==> src/hw/rtl/gdc_pkg.sv <==
// Shared types, constants and month tables for the Gregorian date / day
// number converter. Used by gregorian_date_day_number_converter_unit.
// No dependencies.
`default_nettype none

package gdc_pkg;

	// Field widths
	localparam int YEAR_W  = 14;
	localparam int MONTH_W = 4;
	localparam int DAY_W   = 5;
	localparam int CNT_W   = 23;
	localparam int Z_W     = 22;   // shifted count, 306..3652364 over the accepted span
	localparam int DOE_W   = 18;   // day of era, 0..146096
	localparam int YOE_W   = 9;    // year of era, 0..399
	localparam int DOY_W   = 9;    // day of March-based year, 0..365
	localparam int ERA_W   = 5;    // era index, 0..24

	// Calendar constants
	localparam int unsigned YEAR_MAX   = 9999;
	localparam int unsigned EPOCH_OFS  = 719468;   // 0000-03-01 to 1970-01-01
	localparam int unsigned ERA_DAYS   = 146097;   // days in 400 years
	localparam int unsigned YEAR_DAYS  = 365;
	localparam int unsigned ERA_YEARS  = 400;
	localparam int unsigned CENT_YEARS = 100;

	// Accepted day-count span: 0001-01-01 .. 9999-12-31
	localparam logic signed [CNT_W-1:0] CNT_LO = -23'sd719162;
	localparam logic signed [CNT_W-1:0] CNT_HI = 23'sd2932896;

	// Result status codes
	typedef enum logic [2:0] {
		ST_OK        = 3'd0,
		ST_BAD_YEAR  = 3'd1,
		ST_BAD_MONTH = 3'd2,
		ST_DAY_ZERO  = 3'd3,
		ST_DAY_OVER  = 3'd4,
		ST_SPAN      = 3'd5
	} status_t;

	// First day (0-based) of each month in a year that starts in March
	function automatic logic [DOY_W-1:0] march_start(input logic [MONTH_W-1:0] mp);
		logic [DOY_W-1:0] r;
		case (mp)
			4'd0:    r = 9'd0;
			4'd1:    r = 9'd31;
			4'd2:    r = 9'd61;
			4'd3:    r = 9'd92;
			4'd4:    r = 9'd122;
			4'd5:    r = 9'd153;
			4'd6:    r = 9'd184;
			4'd7:    r = 9'd214;
			4'd8:    r = 9'd245;
			4'd9:    r = 9'd275;
			4'd10:   r = 9'd306;
			4'd11:   r = 9'd337;
			default: r = 9'd0;
		endcase
		return r;
	endfunction

	// Length of a civil month, January = 1
	function automatic logic [DAY_W-1:0] month_len(input logic [MONTH_W-1:0] m,
			input logic leap);
		logic [DAY_W-1:0] r;
		case (m) inside
			4'd2:                    r = leap ? 5'd29 : 5'd28;
			4'd4, 4'd6, 4'd9, 4'd11: r = 5'd30;
			default:                 r = 5'd31;
		endcase
		return r;
	endfunction

endpackage

`default_nettype wire

==> src/hw/rtl/gdc_cdiv.sv <==
// Unsigned divide by a constant through a reciprocal multiply.
// Combinational; exact for every N-bit dividend. No dependencies.
`default_nettype none

module gdc_cdiv #(
	parameter int          N  = 18,      // dividend width
	parameter int unsigned D  = 365,     // divisor
	parameter int          QW = 9        // quotient width kept
) (
	input  logic [N-1:0]  x,
	output logic [QW-1:0] q
);

	// m = ceil(2^K / D) with K = N + ceil(log2 D) gives an exact quotient
	localparam int              L    = $clog2(D);
	localparam int              K    = N + L;
	localparam int              MW   = N + 2;
	localparam longint unsigned Pow  = 64'd1 << K;
	localparam longint unsigned Mraw = (Pow + longint'(D) - 64'd1) / longint'(D);
	localparam logic [MW-1:0]   MulC = MW'(Mraw);

	logic [N+MW-1:0] prod;

	assign prod = {{MW{1'b0}}, x} * {{N{1'b0}}, MulC};
	assign q    = prod[K +: QW];

endmodule

`default_nettype wire

==> src/hw/rtl/gregorian_date_day_number_converter_unit.sv <==
// Gregorian date <-> day number converter, top level.
// Each beat is registered through stages 1 to 9 and its result is shown with done.
// Throughput: one beat per cycle; busy is always low since the 9-stage pipeline
// never stalls and the receiver cannot hold results off.
// Reset: arst_n clears the stage valid bits only; nothing needs a clearing pass.
// Depends on gdc_pkg and gdc_cdiv.
`default_nettype none

module gregorian_date_day_number_converter_unit (
	input  logic                                clk,
	input  logic                                arst_n,
	input  logic                                start,
	output logic                                busy,
	input  logic                                req_type,
	input  logic [gdc_pkg::YEAR_W-1:0]          in_year,
	input  logic [gdc_pkg::MONTH_W-1:0]         in_month,
	input  logic [gdc_pkg::DAY_W-1:0]           in_day,
	input  logic signed [gdc_pkg::CNT_W-1:0]    in_day_count,
	output logic                                done,
	output logic [2:0]                          status,
	output logic signed [gdc_pkg::CNT_W-1:0]    out_day_count,
	output logic [gdc_pkg::YEAR_W-1:0]          out_year,
	output logic [gdc_pkg::MONTH_W-1:0]         out_month,
	output logic [gdc_pkg::DAY_W-1:0]           out_day
);

	import gdc_pkg::*;

	// ---------------- stage registers ----------------
	logic                v_s1, v_s2, v_s3, v_s4, v_s5, v_s6, v_s7, v_s8, v_s9;
	logic                rev_s1, rev_s2, rev_s3, rev_s4, rev_s5, rev_s6, rev_s7, rev_s8;
	status_t             st_s2, st_s3, st_s4, st_s5, st_s6, st_s7, st_s8;
	logic [CNT_W-1:0]    cnt_s1, cnt_s2, cnt_s3, cnt_s4, cnt_s5, cnt_s6, cnt_s7, cnt_s8;

	logic [YEAR_W-1:0]   y_s1, yy_s1;
	logic [MONTH_W-1:0]  m_s1;
	logic [DAY_W-1:0]    d_s1;
	logic [7:0]          qy_s1, qyy_s1;
	logic                span_bad_s1;
	logic [Z_W-1:0]      z_s1, z_s2;

	logic [ERA_W-1:0]    era_s2, era_s3, era_s4, era_s5, era_s6;
	logic [YOE_W-1:0]    yoe_s2, yoe_s6;
	logic [1:0]          yhi_s2;
	logic [DOY_W-1:0]    doy_s2, doy_s7, doy_s8;
	logic [Z_W-1:0]      edays_s3;
	logic [DOE_W-1:0]    doe_s3, doe_s4, doe_s5, doe_s6;
	logic [6:0]          qa_s4;
	logic [2:0]          qb_s4;
	logic                qc_s4;
	logic [DOE_W-1:0]    t_s5;
	logic [YEAR_W-1:0]   yy_s7, yy_s8;
	logic [MONTH_W-1:0]  mp_s8;

	status_t             st_s9;
	logic [CNT_W-1:0]    cnt_s9;
	logic [YEAR_W-1:0]   year_s9;
	logic [MONTH_W-1:0]  month_s9;
	logic [DAY_W-1:0]    day_s9;

	// The pipeline takes a beat every cycle
	assign busy = 1'b0;

	// ---------------- valid chain ----------------
	always_ff @(posedge clk or negedge arst_n) begin
		if (!arst_n) begin
			v_s1 <= 1'b0; v_s2 <= 1'b0; v_s3 <= 1'b0;
			v_s4 <= 1'b0; v_s5 <= 1'b0; v_s6 <= 1'b0;
			v_s7 <= 1'b0; v_s8 <= 1'b0; v_s9 <= 1'b0;
		end else begin
			v_s1 <= start & ~busy;
			v_s2 <= v_s1; v_s3 <= v_s2; v_s4 <= v_s3;
			v_s5 <= v_s4; v_s6 <= v_s5; v_s7 <= v_s6;
			v_s8 <= v_s7; v_s9 <= v_s8;
		end
	end

	// ---------------- stage 1: year quotients, span check ----------------
	logic               early_in;
	logic [YEAR_W-1:0]  yy_in;
	logic [7:0]         qy_in, qyy_in;
	logic [CNT_W-1:0]   zw_in;
	logic               span_bad_in;

	assign early_in    = (in_month <= 4'd2);
	assign yy_in       = in_year - YEAR_W'(early_in);
	assign span_bad_in = (in_day_count < CNT_LO) || (in_day_count > CNT_HI);
	assign zw_in       = in_day_count + CNT_W'(EPOCH_OFS);

	gdc_cdiv #(.N(YEAR_W), .D(CENT_YEARS), .QW(8)) u_div_y (.x(in_year), .q(qy_in));
	gdc_cdiv #(.N(YEAR_W), .D(CENT_YEARS), .QW(8)) u_div_yy (.x(yy_in), .q(qyy_in));

	always_ff @(posedge clk) begin
		rev_s1      <= req_type;
		y_s1        <= in_year;
		m_s1        <= in_month;
		d_s1        <= in_day;
		yy_s1       <= yy_in;
		qy_s1       <= qy_in;
		qyy_s1      <= qyy_in;
		span_bad_s1 <= span_bad_in;
		z_s1        <= zw_in[Z_W-1:0];
		cnt_s1      <= in_day_count;
	end

	// ---------------- stage 2: checks, era, day of year / era index ----------------
	logic [YEAR_W-1:0]  rem_y;
	logic               leap;
	status_t            st_f;
	logic [ERA_W-1:0]   era_f, era_r;
	logic [YEAR_W-1:0]  era_yrs;
	logic [MONTH_W-1:0] mm_f;
	logic [DOY_W-1:0]   doy_f;

	assign rem_y   = y_s1 - YEAR_W'(qy_s1 * 7'd100);
	assign leap    = (y_s1[1:0] == 2'd0) && ((rem_y != '0) || (qy_s1[1:0] == 2'd0));
	assign era_f   = qyy_s1[6:2];
	assign era_yrs = YEAR_W'(era_f * 9'(ERA_YEARS));
	assign mm_f    = (m_s1 > 4'd2) ? (m_s1 - 4'd3) : (m_s1 + 4'd9);
	assign doy_f   = march_start(mm_f) + DOY_W'(d_s1) - 9'd1;

	// First failed check wins
	always_comb begin
		if (y_s1 == '0 || y_s1 > YEAR_W'(YEAR_MAX))
			st_f = ST_BAD_YEAR;
		else if (m_s1 == '0 || m_s1 > 4'd12)
			st_f = ST_BAD_MONTH;
		else if (d_s1 == '0)
			st_f = ST_DAY_ZERO;
		else if (d_s1 > month_len(m_s1, leap))
			st_f = ST_DAY_OVER;
		else
			st_f = ST_OK;
	end

	gdc_cdiv #(.N(Z_W), .D(ERA_DAYS), .QW(ERA_W)) u_div_era (.x(z_s1), .q(era_r));

	always_ff @(posedge clk) begin
		rev_s2 <= rev_s1;
		st_s2  <= rev_s1 ? (span_bad_s1 ? ST_SPAN : ST_OK) : st_f;
		era_s2 <= rev_s1 ? era_r : era_f;
		yoe_s2 <= YOE_W'(yy_s1 - era_yrs);
		yhi_s2 <= qyy_s1[1:0];
		doy_s2 <= doy_f;
		z_s2   <= z_s1;
		cnt_s2 <= cnt_s1;
	end

	// ---------------- stage 3: era days, day of era ----------------
	logic [Z_W-1:0]   edays;
	logic [DOE_W-1:0] doe_f;

	assign edays = Z_W'(era_s2 * 18'(ERA_DAYS));
	assign doe_f = DOE_W'(yoe_s2 * 9'(YEAR_DAYS)) + DOE_W'(yoe_s2 >> 2)
		- DOE_W'(yhi_s2) + DOE_W'(doy_s2);

	always_ff @(posedge clk) begin
		rev_s3   <= rev_s2;
		st_s3    <= st_s2;
		era_s3   <= era_s2;
		edays_s3 <= edays;
		doe_s3   <= rev_s2 ? DOE_W'(z_s2 - edays) : doe_f;
		cnt_s3   <= cnt_s2;
	end

	// ---------------- stage 4: forward count, leap-correction quotients ----------------
	logic [6:0] qa;
	logic [2:0] qb;
	logic       qc;

	gdc_cdiv #(.N(DOE_W), .D(1460),   .QW(7)) u_div_a (.x(doe_s3), .q(qa));
	gdc_cdiv #(.N(DOE_W), .D(36524),  .QW(3)) u_div_b (.x(doe_s3), .q(qb));
	gdc_cdiv #(.N(DOE_W), .D(146096), .QW(1)) u_div_c (.x(doe_s3), .q(qc));

	always_ff @(posedge clk) begin
		rev_s4 <= rev_s3;
		st_s4  <= st_s3;
		era_s4 <= era_s3;
		doe_s4 <= doe_s3;
		qa_s4  <= qa;
		qb_s4  <= qb;
		qc_s4  <= qc;
		cnt_s4 <= rev_s3 ? cnt_s3
			: ({1'b0, edays_s3} + CNT_W'(doe_s3) - CNT_W'(EPOCH_OFS));
	end

	// ---------------- stage 5: corrected day of era ----------------
	always_ff @(posedge clk) begin
		rev_s5 <= rev_s4;
		st_s5  <= st_s4;
		era_s5 <= era_s4;
		doe_s5 <= doe_s4;
		t_s5   <= doe_s4 - DOE_W'(qa_s4) + DOE_W'(qb_s4) - DOE_W'(qc_s4);
		cnt_s5 <= cnt_s4;
	end

	// ---------------- stage 6: year of era ----------------
	logic [YOE_W-1:0] yoe_r;

	gdc_cdiv #(.N(DOE_W), .D(YEAR_DAYS), .QW(YOE_W)) u_div_yoe (.x(t_s5), .q(yoe_r));

	always_ff @(posedge clk) begin
		rev_s6 <= rev_s5;
		st_s6  <= st_s5;
		era_s6 <= era_s5;
		doe_s6 <= doe_s5;
		yoe_s6 <= yoe_r;
		cnt_s6 <= cnt_s5;
	end

	// ---------------- stage 7: day of year, March-based year ----------------
	logic [1:0]       yoe_cent;
	logic [DOE_W-1:0] ystart;

	gdc_cdiv #(.N(YOE_W), .D(CENT_YEARS), .QW(2)) u_div_cent (.x(yoe_s6), .q(yoe_cent));

	assign ystart = DOE_W'(yoe_s6 * 9'(YEAR_DAYS)) + DOE_W'(yoe_s6 >> 2) - DOE_W'(yoe_cent);

	always_ff @(posedge clk) begin
		rev_s7 <= rev_s6;
		st_s7  <= st_s6;
		doy_s7 <= DOY_W'(doe_s6 - ystart);
		yy_s7  <= YEAR_W'(yoe_s6) + YEAR_W'(era_s6 * 9'(ERA_YEARS));
		cnt_s7 <= cnt_s6;
	end

	// ---------------- stage 8: March-based month ----------------
	logic [10:0]        mp_num;
	logic [MONTH_W-1:0] mp;

	assign mp_num = 11'(doy_s7 * 3'd5) + 11'd2;

	gdc_cdiv #(.N(11), .D(153), .QW(MONTH_W)) u_div_mp (.x(mp_num), .q(mp));

	always_ff @(posedge clk) begin
		rev_s8 <= rev_s7;
		st_s8  <= st_s7;
		mp_s8  <= mp;
		doy_s8 <= doy_s7;
		yy_s8  <= yy_s7;
		cnt_s8 <= cnt_s7;
	end

	// ---------------- stage 9: civil date, result register ----------------
	logic [MONTH_W-1:0] mm_r;
	logic [DAY_W-1:0]   dd_r;
	logic [YEAR_W-1:0]  yr_r;

	assign mm_r = (mp_s8 < 4'd10) ? (mp_s8 + 4'd3) : (mp_s8 - 4'd9);
	assign dd_r = DAY_W'(doy_s8 - march_start(mp_s8) + 9'd1);
	assign yr_r = yy_s8 + YEAR_W'(mm_r <= 4'd2);

	always_ff @(posedge clk) begin
		st_s9    <= st_s8;
		cnt_s9   <= (st_s8 == ST_OK) ? cnt_s8 : '0;
		year_s9  <= (st_s8 == ST_OK && rev_s8) ? yr_r : '0;
		month_s9 <= (st_s8 == ST_OK && rev_s8) ? mm_r : '0;
		day_s9   <= (st_s8 == ST_OK && rev_s8) ? dd_r : '0;
	end

	// ---------------- result ports ----------------
	assign done          = v_s9;
	assign status        = st_s9;
	assign out_day_count = cnt_s9;
	assign out_year      = year_s9;
	assign out_month     = month_s9;
	assign out_day       = day_s9;

endmodule

`default_nettype wire

==> config.mk <==
export PLATFORM = sky130hd
export DESIGN_NAME = gregorian_date_day_number_converter_unit
export DESIGN_NICKNAME = d
export VERILOG_FILES = /design/src/hw/rtl/gdc_pkg.sv /design/src/hw/rtl/gdc_cdiv.sv /design/src/hw/rtl/gregorian_date_day_number_converter_unit.sv
export SDC_FILE = /design/constraint.sdc
export NUM_CORES = 2
export LEC_CHECK = 0
export BUFFER_PORTS_ARGS = -buffer_cell sky130_fd_sc_hd__buf_2
export CAP_MARGIN = 15
export CORE_MARGIN = 2
export CORE_UTILIZATION = 37
export CTS_CLUSTER_DIAMETER = 50
export DETAILED_ROUTE_END_ITERATION = 6
export PLACE_DENSITY = 0.56
export RECOVER_POWER = 50
export SLEW_MARGIN = 15
export SYNTH_ARGS = -nofsm -noshare
export SYNTH_HDL_FRONTEND = slang
export SYNTH_HIERARCHICAL = 1
export SYNTH_SLANG_ARGS = --single-unit
==> constraint.sdc <==
create_clock -name clk -period 6.7 [get_ports clk]
set_input_delay 0.335 -clock clk [delete_from_list [all_inputs] [get_ports clk]]
set_output_delay 0.335 -clock clk [all_outputs]
set_load 0.02 [all_outputs]
---- After elaboration in Yosys (flattened, before gate mapping) ----
Memory sizes are Yosys's and may differ from the RTL's. A register that Yosys moved wholly into a read port is not among the register bits.
Index checks and enable logic that the tools add are counted.
cells by class
  add/sub/neg operators ................... 27
  reduce and logical (&&, ||, !) cells .... 14
  mux-type cells .......................... 17
  equality and inequality tests ........... 5
  $lt $le $gt $ge ......................... 9
  $mul .................................... 15
operator list
  cell                      number
  $mul A18 B16 Y33 const B  2
  $mul A22 B22 Y44 const B  1
  $mul A18 B19 Y37 const B  1
  $mul A14 B13 Y27 const B  1
  $mul A14 B13 Y26 const B  1
  $mux W5                   5
  $add A22 B18 Y23          1
  $gt A23 B23 Y1 const B    1
  $lt A23 B21 Y1 const B    1
  $mul A11 B12 Y23 const B  1
  $mux W23                  1
  $sub A23 B20 Y23 const B  1
  $add A22 B20 Y22 const B  1
  $mul A5 B18 Y22 const B   1
  $add A18 B3 Y18           1
  $add A18 B7 Y18           1
  $add A18 B9 Y18           1
  $mul A9 B9 Y18 const B    1
  $mux W18                  1
  $mux W3                   6
  $sub A18 B1 Y18           1
  $sub A18 B18 Y18          1
  $sub A18 B2 Y18           1
  $sub A18 B7 Y18           1
  other kinds (42)          53
word-level totals
  output and inout port bits .............. 51
  input port bits ......................... 50
  memories kept ........................... 2
  ROM bits ................................ 288
  bits in registers ....................... 564
  logic and storage cells ................. 158
memories
  memory           words  bits a word  read ports  clocked after memory_dff  write ports  line           text
  (no name shown)  16     9            1           0                         0            gdc_pkg.sv:44  case (mp)
  (no name shown)  16     9            1           1                         0            gdc_pkg.sv:44

---- Logic depth before layout (Yosys ltp) ----
  depth after elaboration ................. 16
  depth in mapped cells ................... 33
  depth with buffers taken out ............ 33

---- Cells and area by module ----
The synthesis kept the hierarchy.
modules (own cells, without submodules)
  module                                    area an instance (um^2)  times used  cells each  sequential area each (um^2)
  gregorian_date_day_number_converter_unit  24418.4                  1           2239        11275.8
  gdc_cdiv at u_div_era                     8224.1                   1           815         0.0
  gdc_cdiv at u_div_b                       5846.9                   1           594         0.0
  gdc_cdiv at u_div_c                       5577.8                   1           549         0.0
  gdc_cdiv at u_div_a                       5455.2                   1           564         0.0
  gdc_cdiv at u_div_yoe                     5424.0                   1           546         0.0
  gdc_cdiv at u_div_yy                      3433.3                   1           353         0.0
  gdc_cdiv at u_div_y                       3404.5                   1           348         0.0
  gdc_cdiv at u_div_mp                      2162.1                   1           228         0.0
  gdc_cdiv at u_div_cent                    545.5                    1           51          0.0

---- Worst setup path before layout ----
OpenSTA, ideal clock, no wires.
  kind .................................... flip-flop to flip-flop
  from .................................... reg doy_s7[1]
  to ...................................... reg with a tool-made name
  data arrival time ....................... 6.784 ns
  stages on the path, launching flop included .. 32
  setup slack ............................. -0.215 ns
  period minus slack after synthesis ...... 6.915 ns
  setup time .............................. 0.131 ns
  path buffers ............................ 0
  data required time ...................... 6.569 ns
  cell sequence ........................... dfxtp_1 ha_1 ha_1 o211a_1 o21a_1 o21a_1 o21a_1 o21ai_1 a21boi_0 nor2_1 o311ai_0 ha_1 inv_1 fa_1 inv_1 fa_1 inv_1 fa_1 inv_1 fa_1 inv_1 ha_1 nand3_1 nor3_1 a32oi_1 o31ai_2 nor2_1 xnor2_1 inv_1 ha_1 o21ai_0 o21ai_0
RTL lines
  element                 line                                             text
  from (decl)             gregorian_date_day_number_converter_unit.sv:45   logic [DOY_W-1:0] doy_s2, doy_s7, doy_s8;
  from (signal assigned)  gregorian_date_day_number_converter_unit.sv:222  doy_s7 <= DOY_W'(doe_s6 - ystart);

==> reports/qor.csv <==
metric,value,unit
status,finished clean,
Final Util,41.85,%
DRC viols,0,
layout filler cell count,16980,
crit-path max cell delay,0.55,ns
die width,421.3,um
MaxCap Viol Count,0,
RePlAce Congestion,0.8706,
Clock Pin Slew Worst Setup and Hold Paths,0.06,ns
DRT Pass-1 Iters,5,
GR Overflow Total,0,
clk root buf,clkbuf_16,
Clock Skews,0.05917,ns
total CTS buffers,80,
Hold Slack,0.2849,ns
CP dominant cell by count,ha_4,
register area,0.01129,mm2
Max Clk Rate,151.5,MHz
gr usage total,16.58,%
Tmin final,6.602,ns
Post-Syn Nets,8653,
Worst EP required,7.32,ns
arrival time worst endpoint,7.22,ns
Starting Density,37.15,%
"Clk Latency, worst-skew pair",0.70,ns
DP HPWL,123.3,mm
CP top delay family,adder cells,
initial antenna violation count,1,
routed vias,41930,
core area,0.1734,mm2
Port Buffer Count,99,
Layout area overhead,12.66,%
worst setup path class,flop to flop,
die area,0.1775,mm2
multi-input logic area,0.04725,mm2
detailed-route wire length per cell,15.90,um
pin count of the biggest net entering global routing,49,
CTS tree,built,
Final Non-Filler Cells,9010,
"slowest stage cell, crit path",or4_4,
Hold Path Class,flop to flop,
crit path max fanout,6,
Final Hold Vio Count,0,
Die Span Y,421.3,um
Yosys warnings,6,
Worst slew margin,46.14,%
Detail Route Antenna Nets,0,
global-route wire length before repair,236.7,mm
crit path launch type,flop,
Pins Over Slew Limit,0,
Crit. End Element,flop,
WL final,143.3,mm
layout cells sized above 1,7.873,%
Syn Inst Count,6277,
nets@finish,8992,
syn_area_per_cell,10.26,um2
H-Tree Depth,3,
DR vias/cell,4.654,
vias in the first global route,45140,
initial DRC count,1617,
final cycle utilization of the critical path,98.53,%
# IOs,101,
WP buf/inv,5,
clock sink count,561,
placed cell count,8798,
clk buf depth,3,
Rows,153,
"Cell Area, Synth",0.06443,mm2
setup violators final,0,
Slew @ Worst Pin,0.7977,ns
RSZ-0062 raised after global routing,true,
[flip-flops by register name (all words and copies together) (netlist names), 18 cells and up, named ones only]
name           flops
cnt_s1            21
cnt_s2            21
cnt_s3            23
cnt_s4            23
cnt_s5            23
cnt_s6            23
cnt_s7            23
cnt_s8            23
doe_s3            18
doe_s4            18
edays_s3          22
out_day_count     23
t_s5              18
z_s1              22
z_s2              18
[metrics by stage]
stage | setup WS (ns) | cell area [um2] | TNS (ns)
6_report | 0.09835 | 72590 | 0
5_1_grt | -0.1565 | 72580 | -0.6557
4_1_cts | -0.01437 | 72230 | -0.01437
3_5_place_dp | -0.1384 | 68730 | -0.3961
3_3_place_gp | -0.1139 | 68730 | -0.1888
2_1_floorplan | 0.02664 | 64480 | 0
[metal layers]
layer  GRT usage [%]  part of all wire [%]
met2           29.24                    49
met5               0                     0
met3           1.905                   3.1
met1           21.52                    45
met4           4.164                   2.5
[area by class of cell]
cell class	instances	area share, %
repair buffers	283	2.772
multi-input cells	4030	65.10
clock buffers	92	2.903
flip-flops and latches	561	15.55
well taps	2325	4.008
clock inverters	55	1.069
diodes	4	0.01379
inverters	1660	8.587
[worst paths after layout]
| check | startpoint | to | slack [ns] | cells past startpoint |
|---|---|---|---|---|
| worst min register to register | cnt_s1[20] | cnt_s2[20] | 0.28 | 0 |
| worst max register to register | doy_s7[0] | flop | 0.1 | 29 |
| worst max-delay path | doy_s7[0] | flop | 0.1 | 29 |
| worst min-delay path | cnt_s1[20] | cnt_s2[20] | 0.28 | 0 |
| min in group asynchronous | arst_n | done | 0.64 | 3 |
| max in group asynchronous | arst_n | v_s3 | 5.77 | 3 |
[cell usage in the layout (no fill, tap or decap), types with 71 or more instances in the layout]
cell and instances:
a21o_1 71, a21oi_1 212, buf_2 88, buf_4 128, clkbuf_16 80, dfxtp_1 541, fa_1 891, ha_1 1415
inv_1 1650, nand2_1 178, nor2_1 147, o21ai_0 123, xnor2_1 171
[timing repair]
item	4_1_cts	5_1_grt
hold endpoints to repair	75	0
setup endpoints to repair	5	8
gates resized for setup	12	67
hold buffers	50	0
pin swaps	11	42
cloned	1	1
setup buffers	2	7
Power is not shown: default switching activity piles up to over one toggle a cycle in this logic, so the estimate is an artifact.
